$ cat config.mk
export PLATFORM = sky130hd
export DESIGN_NAME = signed_integer_to_radix_text
export DESIGN_NICKNAME = d
export VERILOG_FILES = /design/src/hdl/sitrt_pkg.sv /design/src/hdl/signed_integer_to_radix_text.sv
export SDC_FILE = /design/constraint.sdc
export NUM_CORES = 2
export LEC_CHECK = 0
export BUFFER_PORTS_ARGS = -buffer_cell sky130_fd_sc_hd__buf_4
export CAP_MARGIN = 30
export CORE_MARGIN = 2
export CORE_UTILIZATION = 50
export DETAILED_ROUTE_END_ITERATION = 16
export GPL_TIMING_DRIVEN = 1
export PLACE_DENSITY = 0.65
export SETUP_SLACK_MARGIN = 0.4
export SLEW_MARGIN = 5
export SYNTH_ARGS = -nofsm -noshare
export SYNTH_HDL_FRONTEND = slang
export SYNTH_SLANG_ARGS = --single-unit
export TNS_END_PERCENT = 5
$ cat constraint.sdc
create_clock -name clock -period 6.1 [get_ports clock]
set_clock_uncertainty 0.15 [all_clocks]
set_input_delay 1.83 -clock clock [delete_from_list [all_inputs] [get_ports clock]]
set_output_delay 1.83 -clock clock [all_outputs]
set_load 0.1 [all_outputs]
$ cat src/hdl/sitrt_pkg.sv
// ----------------------------------------------------------------------------
// sitrt_pkg
// Shared types and codes for the signed integer to radix text converter.
// ----------------------------------------------------------------------------
`default_nettype none

package sitrt_pkg;

   typedef logic [7:0] char_type;
   typedef logic [1:0] func_type;

   localparam func_type FUNC_CLEAR   = 2'd0;
   localparam func_type FUNC_APPEND  = 2'd1;
   localparam func_type FUNC_CONVERT = 2'd2;

   localparam char_type PLUS_CHAR  = 8'h2B;
   localparam char_type MINUS_CHAR = 8'h2D;
   localparam char_type NULL_CHAR  = 8'h00;

   localparam int CHAR_SPACE = 256;

endpackage

`default_nettype wire

$ cat src/hdl/signed_integer_to_radix_text.sv
// ----------------------------------------------------------------------------
// signed_integer_to_radix_text
// Clear and append requests are handled in the idle state. A convert runs
// the bit-serial divider, one quotient bit per cycle, for each digit, then
// reads each digit through the two memory read ports, digit buffer then
// alphabet, and emits its character; emission waits on rsp_stall.
// Reset empties the alphabet and clears its invalid flag and seen-character
// map; the alphabet and digit memories keep their contents.
// ----------------------------------------------------------------------------
`default_nettype none

module signed_integer_to_radix_text #(
   parameter int ALPHABET_DEPTH = 256,
   parameter int NUMBER_WIDTH   = 32
) (
   input  wire logic                           clock,
   input  wire logic                           reset,
   input  wire logic                           req_valid,
   output logic                                req_stall,
   input  wire logic [1:0]                     req_func,
   input  wire logic [7:0]                     req_alphabet_char,
   input  wire logic signed [NUMBER_WIDTH-1:0] req_value,
   output logic                                rsp_valid,
   input  wire logic                           rsp_stall,
   output logic [7:0]                          rsp_out_char,
   output logic                                rsp_last
);

   localparam int CAPACITY = (ALPHABET_DEPTH < 255) ? ALPHABET_DEPTH : 255;
   localparam int LEN_W    = $clog2(CAPACITY + 1);
   localparam int AW       = $clog2(ALPHABET_DEPTH);
   localparam int DW       = $clog2(NUMBER_WIDTH);
   localparam int CW       = $clog2(NUMBER_WIDTH + 1);

   localparam logic [LEN_W-1:0] CAP_LEN    = LEN_W'(CAPACITY);
   localparam logic [LEN_W-1:0] MIN_LEN    = LEN_W'(2);
   localparam logic [DW-1:0]    LAST_BIT   = DW'(NUMBER_WIDTH - 1);
   localparam logic [CW-1:0]    DIGITS_MAX = CW'(NUMBER_WIDTH);

   localparam logic [2:0] S_IDLE     = 3'd0;
   localparam logic [2:0] S_SIGN     = 3'd1;
   localparam logic [2:0] S_DIV      = 3'd2;
   localparam logic [2:0] S_RD_DIGIT = 3'd3;
   localparam logic [2:0] S_RD_CHAR  = 3'd4;
   localparam logic [2:0] S_EMIT     = 3'd5;

   logic [2:0]                         state_ff, state_in;
   logic [LEN_W-1:0]                   len_ff, len_in;
   logic                               invalid_ff, invalid_in;
   logic [sitrt_pkg::CHAR_SPACE-1:0]   seen_ff, seen_in;
   logic [NUMBER_WIDTH-1:0]            mag_ff, mag_in;
   logic [LEN_W-1:0]                   rem_ff, rem_in;
   logic                               qnz_ff, qnz_in;
   logic [DW-1:0]                      bit_ff, bit_in;
   logic [CW-1:0]                      dcount_ff, dcount_in;
   logic                               rsp_valid_ff, rsp_valid_in;
   sitrt_pkg::char_type                rsp_char_ff, rsp_char_in;
   logic                               rsp_last_ff, rsp_last_in;

   sitrt_pkg::char_type                alphabet_ff [ALPHABET_DEPTH];
   logic [AW-1:0]                      digit_buffer_ff [NUMBER_WIDTH];
   sitrt_pkg::char_type                alpha_rd_ff;
   logic [AW-1:0]                      digit_rd_ff;

   logic                               alpha_we, alpha_re;
   logic                               digit_we, digit_re;
   logic [DW-1:0]                      digit_waddr, digit_raddr;
   logic [AW-1:0]                      digit_wdata;

   logic                               req_accept, slot_free, append_bad;
   logic [NUMBER_WIDTH-1:0]            neg_value;
   logic [LEN_W:0]                     rem_shift, base_ext, rem_sub;
   logic                               div_ge, quot_nonzero;
   logic [LEN_W-1:0]                   rem_next;
   logic [CW-1:0]                      dcount_inc, dcount_dec;

   assign req_stall    = (state_ff != S_IDLE);
   assign req_accept   = req_valid && !req_stall;
   assign slot_free    = !rsp_valid_ff || !rsp_stall;
   assign rsp_valid    = rsp_valid_ff;
   assign rsp_out_char = rsp_char_ff;
   assign rsp_last     = rsp_last_ff;

   assign append_bad = (req_alphabet_char == sitrt_pkg::PLUS_CHAR)
                    || (req_alphabet_char == sitrt_pkg::MINUS_CHAR)
                    || seen_ff[req_alphabet_char];
   assign neg_value  = '0 - req_value;

   // One restoring division step: shift in the next magnitude bit.
   assign rem_shift    = {rem_ff, mag_ff[NUMBER_WIDTH-1]};
   assign base_ext     = {1'b0, len_ff};
   assign div_ge       = (rem_shift >= base_ext);
   assign rem_sub      = rem_shift - base_ext;
   assign rem_next     = div_ge ? rem_sub[LEN_W-1:0] : rem_shift[LEN_W-1:0];
   assign quot_nonzero = qnz_ff || div_ge;
   assign dcount_inc   = dcount_ff + 1'b1;
   assign dcount_dec   = dcount_ff - 1'b1;

   always_comb begin
      state_in     = state_ff;
      len_in       = len_ff;
      invalid_in   = invalid_ff;
      seen_in      = seen_ff;
      mag_in       = mag_ff;
      rem_in       = rem_ff;
      qnz_in       = qnz_ff;
      bit_in       = bit_ff;
      dcount_in    = dcount_ff;
      rsp_valid_in = rsp_valid_ff && rsp_stall;
      rsp_char_in  = rsp_char_ff;
      rsp_last_in  = rsp_last_ff;
      alpha_we     = 1'b0;
      alpha_re     = 1'b0;
      digit_we     = 1'b0;
      digit_re     = 1'b0;
      digit_waddr  = dcount_ff[DW-1:0];
      digit_wdata  = rem_next[AW-1:0];
      digit_raddr  = dcount_dec[DW-1:0];

      unique case (state_ff)
         S_IDLE: begin
            if (req_accept) begin
               unique case (req_func)
                  sitrt_pkg::FUNC_CLEAR: begin
                     len_in     = '0;
                     invalid_in = 1'b0;
                     seen_in    = '0;
                  end
                  sitrt_pkg::FUNC_APPEND: begin
                     if (req_alphabet_char != sitrt_pkg::NULL_CHAR) begin
                        if (len_ff >= CAP_LEN) begin
                           invalid_in = 1'b1;
                        end else begin
                           invalid_in                 = invalid_ff || append_bad;
                           seen_in[req_alphabet_char] = 1'b1;
                           alpha_we                   = 1'b1;
                           len_in                     = len_ff + 1'b1;
                        end
                     end
                  end
                  sitrt_pkg::FUNC_CONVERT: begin
                     if (!invalid_ff && (len_ff >= MIN_LEN)) begin
                        mag_in    = req_value[NUMBER_WIDTH-1] ? neg_value : req_value;
                        rem_in    = '0;
                        qnz_in    = 1'b0;
                        bit_in    = '0;
                        dcount_in = '0;
                        state_in  = req_value[NUMBER_WIDTH-1] ? S_SIGN : S_DIV;
                     end
                  end
                  default: begin
                  end
               endcase
            end
         end
         S_SIGN: begin
            if (slot_free) begin
               rsp_valid_in = 1'b1;
               rsp_char_in  = sitrt_pkg::MINUS_CHAR;
               rsp_last_in  = 1'b0;
               state_in     = S_DIV;
            end
         end
         S_DIV: begin
            mag_in = {mag_ff[NUMBER_WIDTH-2:0], div_ge};
            rem_in = rem_next;
            qnz_in = quot_nonzero;
            bit_in = bit_ff + 1'b1;
            if (bit_ff == LAST_BIT) begin
               digit_we  = 1'b1;
               dcount_in = dcount_inc;
               bit_in    = '0;
               rem_in    = '0;
               qnz_in    = 1'b0;
               if (!quot_nonzero || (dcount_inc == DIGITS_MAX)) begin
                  state_in = S_RD_DIGIT;
               end
            end
         end
         S_RD_DIGIT: begin
            digit_re  = 1'b1;
            dcount_in = dcount_dec;
            state_in  = S_RD_CHAR;
         end
         S_RD_CHAR: begin
            alpha_re = 1'b1;
            state_in = S_EMIT;
         end
         S_EMIT: begin
            if (slot_free) begin
               rsp_valid_in = 1'b1;
               rsp_char_in  = alpha_rd_ff;
               rsp_last_in  = (dcount_ff == '0);
               state_in     = (dcount_ff == '0) ? S_IDLE : S_RD_DIGIT;
            end
         end
         default: begin
            state_in = S_IDLE;
         end
      endcase
   end

   always_ff @(posedge clock) begin
      if (reset) begin
         state_ff     <= S_IDLE;
         len_ff       <= '0;
         invalid_ff   <= 1'b0;
         seen_ff      <= '0;
         rsp_valid_ff <= 1'b0;
      end else begin
         state_ff     <= state_in;
         len_ff       <= len_in;
         invalid_ff   <= invalid_in;
         seen_ff      <= seen_in;
         rsp_valid_ff <= rsp_valid_in;
      end
   end

   always_ff @(posedge clock) begin
      mag_ff      <= mag_in;
      rem_ff      <= rem_in;
      qnz_ff      <= qnz_in;
      bit_ff      <= bit_in;
      dcount_ff   <= dcount_in;
      rsp_char_ff <= rsp_char_in;
      rsp_last_ff <= rsp_last_in;
   end

   always_ff @(posedge clock) begin
      if (alpha_we) begin
         alphabet_ff[len_ff[AW-1:0]] <= req_alphabet_char;
      end
      if (alpha_re) begin
         alpha_rd_ff <= alphabet_ff[digit_rd_ff];
      end
   end

   always_ff @(posedge clock) begin
      if (digit_we) begin
         digit_buffer_ff[digit_waddr] <= digit_wdata;
      end
      if (digit_re) begin
         digit_rd_ff <= digit_buffer_ff[digit_raddr];
      end
   end

endmodule

`default_nettype wire

; Word-level counts from Yosys, hierarchy flattened
; Memories as Yosys holds them, arrays and structs flattened. A register that Yosys moved wholly into a read port is not among the register bits.
; Index checks and enable logic that the tools add are counted.
[op_classes]
eq_ne = 20
bitwise = 1
reduce_logical = 31
order_cmp = 5
n_addsub = 6
n_mux = 70
[ops]
columns = op, count
row1 = 2-to-1 mux 256 bit, 2
row2 = case mux 256 bit (2 select lines), 1
row3 = OR 256 bit, 1
row4 = 2-to-1 mux 32 bit, 4
row5 = 2-to-1 mux 8 bit, 9
row6 = case mux 32 bit (2 select lines), 1
row7 = case mux 8 bit (2 select lines), 3
row8 = "subtractor 1 x 32 -> 32 bit, first input constant", 1
row9 = 2-to-1 mux 1 bit, 25
row10 = 2-to-1 mux 6 bit, 4
row11 = 2-to-1 mux 3 bit, 7
row12 = 2-to-1 mux 5 bit, 4
row13 = case mux 3 bit (6 select lines), 1
row14 = case mux 6 bit (3 select lines), 1
row15 = "== test 8 x 6 -> 1 bit, second input constant", 2
row16 = "!= test 2 bit, second input constant", 8
row17 = case mux 5 bit (2 select lines), 1
row18 = AND reduction 5 bit, 2
row19 = greater-or-equal comparator 9 x 8 -> 1 bit, 1
row20 = "< comparator 8 x 9 -> 1 bit, second input constant", 1
row21 = "adder 8 x 1 -> 8 bit, second input constant", 1
row22 = binary-select mux 1 bit (select 8 bit), 1
row23 = demux 1 bit (select 8 bit), 1
row24 = "greater-or-equal comparator 8 x 1 -> 1 bit, second input constant", 1
row25 = 29 further kinds, 50
[word_totals]
ff_bits = 330
output_inout_bits = 11
word_cells = 147
input_bits = 46
mem_bits_rw = 2304
n_memories = 2
[memory_table]
columns = memory, words, width, read_ports, rd_clocked_by_memory_dff, write_ports, line
row1 = alphabet_ff, 256, 8, 1, 1, 1, signed_integer_to_radix_text.sv:60  ; sitrt_pkg::char_type alphabet_ff [ALPHABET_DEPTH];
row2 = digit_buffer_ff, 32, 8, 1, 1, 1, signed_integer_to_radix_text.sv:61  ; logic [AW-1:0] digit_buffer_ff [NUMBER_WIDTH];

; Logic depth before layout (Yosys ltp)
[depth]
depth_word = 8
ltp_mapped = 13
mapped_depth_nobuf = 10

; Worst setup path after synthesis
; No wires, ideal clock.
[synth_timing]
kind = input -> register
from = input port req_func[0]
to = register bit_ff[0], enable pin
arrival_ps = 4546
path_stages = 3
slack_ps = 935
setup_time_ps = 470
required_ps = 5480
path_cell_list = nand2b_1 -> or2_2 -> a22oi_1
[synth_via]
elab_chain_len = 3
[synth_lines]
columns = element, line
row1 = from (decl), signed_integer_to_radix_text.sv:20  ; input wire logic [1:0] req_func,
row2 = == test 2 bit, signed_integer_to_radix_text.sv:123  ; unique case (req_func)
row3 = != test 2 x 1 -> 1 bit (no line), -
row4 = AND reduction 4 bit (no line), -
row5 = to (signal assigned), signed_integer_to_radix_text.sv:223  ; bit_ff <= bit_in;
row6 = to (decl), signed_integer_to_radix_text.sv:54  ; logic [DW-1:0] bit_ff, bit_in;
; No other way between the ends.
; A chain may end at the register's enable or synchronous reset.

; Worst setup path in the final report
[layout_timing]
from = register state_ff[2]
to = memory alphabet_ff[171][5] in the netlist's numbering, enable pin
[layout_via]
elab_chain_len = 7
word_cells_on_any_way = 8
cone_classes = mux (4) / reduce/logical (4)
[layout_lines]
columns = element, line
row1 = from (decl), signed_integer_to_radix_text.sv:47  ; logic [2:0] state_ff, state_in;
row2 = from (signal assigned), signed_integer_to_radix_text.sv:211  ; state_ff <= state_in;
row3 = nonzero test 3 bit, signed_integer_to_radix_text.sv:77  ; assign req_stall = (state_ff != S_IDLE);
row4 = logical NOT 1 bit, signed_integer_to_radix_text.sv:78  ; assign req_accept = req_valid && !req_stall;
row5 = logical AND 1 bit, signed_integer_to_radix_text.sv:78
row6 = 2-to-1 mux 1 bit, signed_integer_to_radix_text.sv:122  ; if (req_accept) begin
row7 = 2-to-1 mux 1 bit (*), signed_integer_to_radix_text.sv:120  ; unique case (state_ff)
row8 = 2-to-1 mux 1 bit (*), signed_integer_to_radix_text.sv:230  ; if (alpha_we) begin
row9 = 2-to-1 mux 1 bit (not written as such) (*), signed_integer_to_radix_text.sv:231  ; alphabet_ff[len_ff[AW-1:0]] <= req_alphabet_char;
row10 = to (decl), signed_integer_to_radix_text.sv:60
; Every way passes the cells marked *; elsewhere a longest branch is shown, timed or not.

==> metrics.yaml <==
synth_top_area_share_pct: 69.0
fin_hold_ws_ps: 305
nets: 5573
worstSetupStartpointType: "flop"
antenna_found_initial: 7
fin_area_mm2: 0.117
postCtsHoldBufs: 0
syn_avg_cell_area_um2: 19.6
dieArea_mm2: 0.211
wl_mm: 250
dp.final_hpwl_mm: 149
fmaxAchievable_ghz: 0.218
synth.most_common_cell: "edfxtp_1"
period_needed_ps: 4580
ys_ff_latch: 2650
critical_path_required_ps: 6450
port-buffer-count: 56
numCtsBuffers: 286
netlist_top_cells_area: "edfxtp_1 (69%), mux4_2 (17%), dfxtp_1 (5.2%)"
place_congestion: 0.831
drt-initial-drc-count: 6660
cts.htree.levels: 5
core_area_mm2: 0.207
setup_viol: 0
power.density_mw_per_mm2: 319
grt_max_degree: 201
grt_pass1_vias: 51600
p_leak_nw: 37.0
drc: 0
num_rows: 167
clk_latency_ps: 920
cts_setup_buffers: 0
fin_util_pct: 56.8
syn_to_final_growth_pct: 13.3
rsz0062_at_grt: "no"
cts_buffer_depth: 4
tightest_slew_ps: 1270
clock-root-buffer: "clkbuf_16"
routedWlPerCell_um: 29.8
hold_violations: 0
antenna_left: 0
synth_edf_count: 2381
netlist_area_mm2: 0.104
io-pin-count: 57
yosys_warnings: 0
clock_sinks: 2650
min_path_type: "reg -> reg"
viasPerCell: 6.23
post_cts_resized: 0
first_pass_iters: 7
worstPathMaxFanout: 16
clk_pin_slew_ps: 60
synthCells: 5286
grt_util_all_layers_pct: 23.9
dpl-instance-area_mm2: 0.108
dpl_worst_slack_ps: 692
crit_type: "reg -> reg"
fillCellCount: 15100
maxSlewHeadroom_pct: 15.2
worstPathArrival_ps: 4930
ys_types: 67
rrSetupSlack_ps: 1520
initial_utilization_pct: 50.2
grt_pass1_wl_mm: 367
maxCapViolCount: 0
die_y_um: 459
synth_flop_cell: "edfxtp_1"
fin_crit_sh_pct: 75.1
ys_seq_area_share_pct: 74.2
synth_top_cell_by_area: "edfxtp_1"
synthArstFlopShare_pct: 0
fin_tns_setup_ps: 0
synth_common_cells: "edfxtp_1 (2381), mux4_2 (766), nor2_1 (617)"
worst_setup_path_end_kind: "flop"
peakVddDrop_mv: 0.342
drive_gt1_share_pct: 25.6
status: "completed"
fin_ws_ps: 1520
final_max_slew_viol_count: 0
overflow: 0
die_w_um: 459
cts_tree: "built"
num_vias: 52400
[routing by layer]
metal / GRT usage, % / part of all wire, %
met5: 0 / 0
met3: 4.48 / 8.5
met4: 6.44 / 2.5
met1: 35.4 / 42
met2: 36.8 / 47
[critical path, stage by stage (launching register included)]
cell and delay, ps:
dfxtp_1 530, nor3_1 700, nand3b_1 380, nor2_1 250, nand3_1 340, nor3_1 260, buf_4 260, nand2_1 490
nor2_1 790
[state kept, by name, indices dropped and copies added (netlist names)]
| register | flops |
|---|---|
| bit_ff | 5 |
| state_ff | 3 |
| rsp_last | 1 |
| digit_buffer_ff | 256 |
| digit_rd_ff | 8 |
| rsp_valid | 1 |
| seen_ff | 256 |
| mag_ff | 32 |
| alphabet_ff | 2048 |
| rem_ff | 8 |
| qnz_ff | 1 |
| invalid_ff | 1 |
| dcount_ff | 6 |
| rsp_out_char | 8 |
| len_ff | 8 |
| alpha_rd_ff | 8 |
[kinds of logic (layout without fill, tap and decap cells)]
group           after synthesis  count (layout)  share of synthesized area, %
simple gates                904             904                          3.72
other cells                   1              13                       0.00362
xor+xnor                     47              47                         0.397
fa+ha+maj                    20              20                         0.249
buf+inv                     346             757                          1.29
compound gates              435             435                          2.40
mux                         883             883                          17.8
flops                      2650            2650                          74.2
[cell usage in the layout (no fill, tap or decap), types with 15 or more instances in the layout]
| cell | instances |
|---|---|
| inv_1 | 25 |
| clkinv_1 | 40 |
| xor2_1 | 31 |
| a21oi_1 | 280 |
| a22oi_1 | 31 |
| edfxtp_1 | 2381 |
| mux2_2 | 15 |
| dfxtp_1 | 269 |
| nor3_1 | 25 |
| mux4_2 | 766 |
| nor2b_1 | 18 |
| nor2_1 | 616 |
| o21ai_0 | 53 |
| clkbuf_1 | 51 |
| clkbuf_16 | 295 |
| ha_1 | 18 |
| mux2i_1 | 102 |
| clkinv_2 | 39 |
| nand3_1 | 15 |
| buf_4 | 199 |
| buf_12 | 26 |
| nand2_1 | 113 |
| bufinv_16 | 31 |
| nand2b_1 | 16 |
[area by class of cell]
type,count,area [µm²],share of cell area (%)
antenna,5,12.5,0.0107
timing repair buffer,246,2340,2.00
clock buffer,352,7660,6.52
inverter,26,97.6,0.0831
clock inverter,133,1470,1.25
multi-input combinational,2297,25600,21.8
sequential,2650,76900,65.5
tap,2704,3380,2.88
[final timing paths]
path                from                  end  depth (start not counted)
min reg2reg   seen_ff[0]           seen_ff[0]                          2
min           seen_ff[0]           seen_ff[0]                          2
max          state_ff[2]  alphabet_ff[171][5]                          8
max reg2reg  state_ff[2]  alphabet_ff[171][5]                          8
[metrics by stage]
stage	total power, mW	cells
6_report	37.4	8413
5_1_grt	38.4	8411
3_5_place_dp	20.7	7919
4_1_cts	37.7	8404
3_3_place_gp	20.7	7903
2_1_floorplan	20.3	5293
[report_power, final]
| group | total, mW | switching (mW) | internal [mW] |
|---|---|---|---|
| logic | 0.604 | 0.477 | 0.127 |
| clock network | 17.1 | 6.87 | 10.2 |
| registers | 19.7 | 0.00488 | 19.7 |
| total | 37.4 | 7.35 | 30.1 |
No activity file was read; power rests on OpenSTA's default activity.
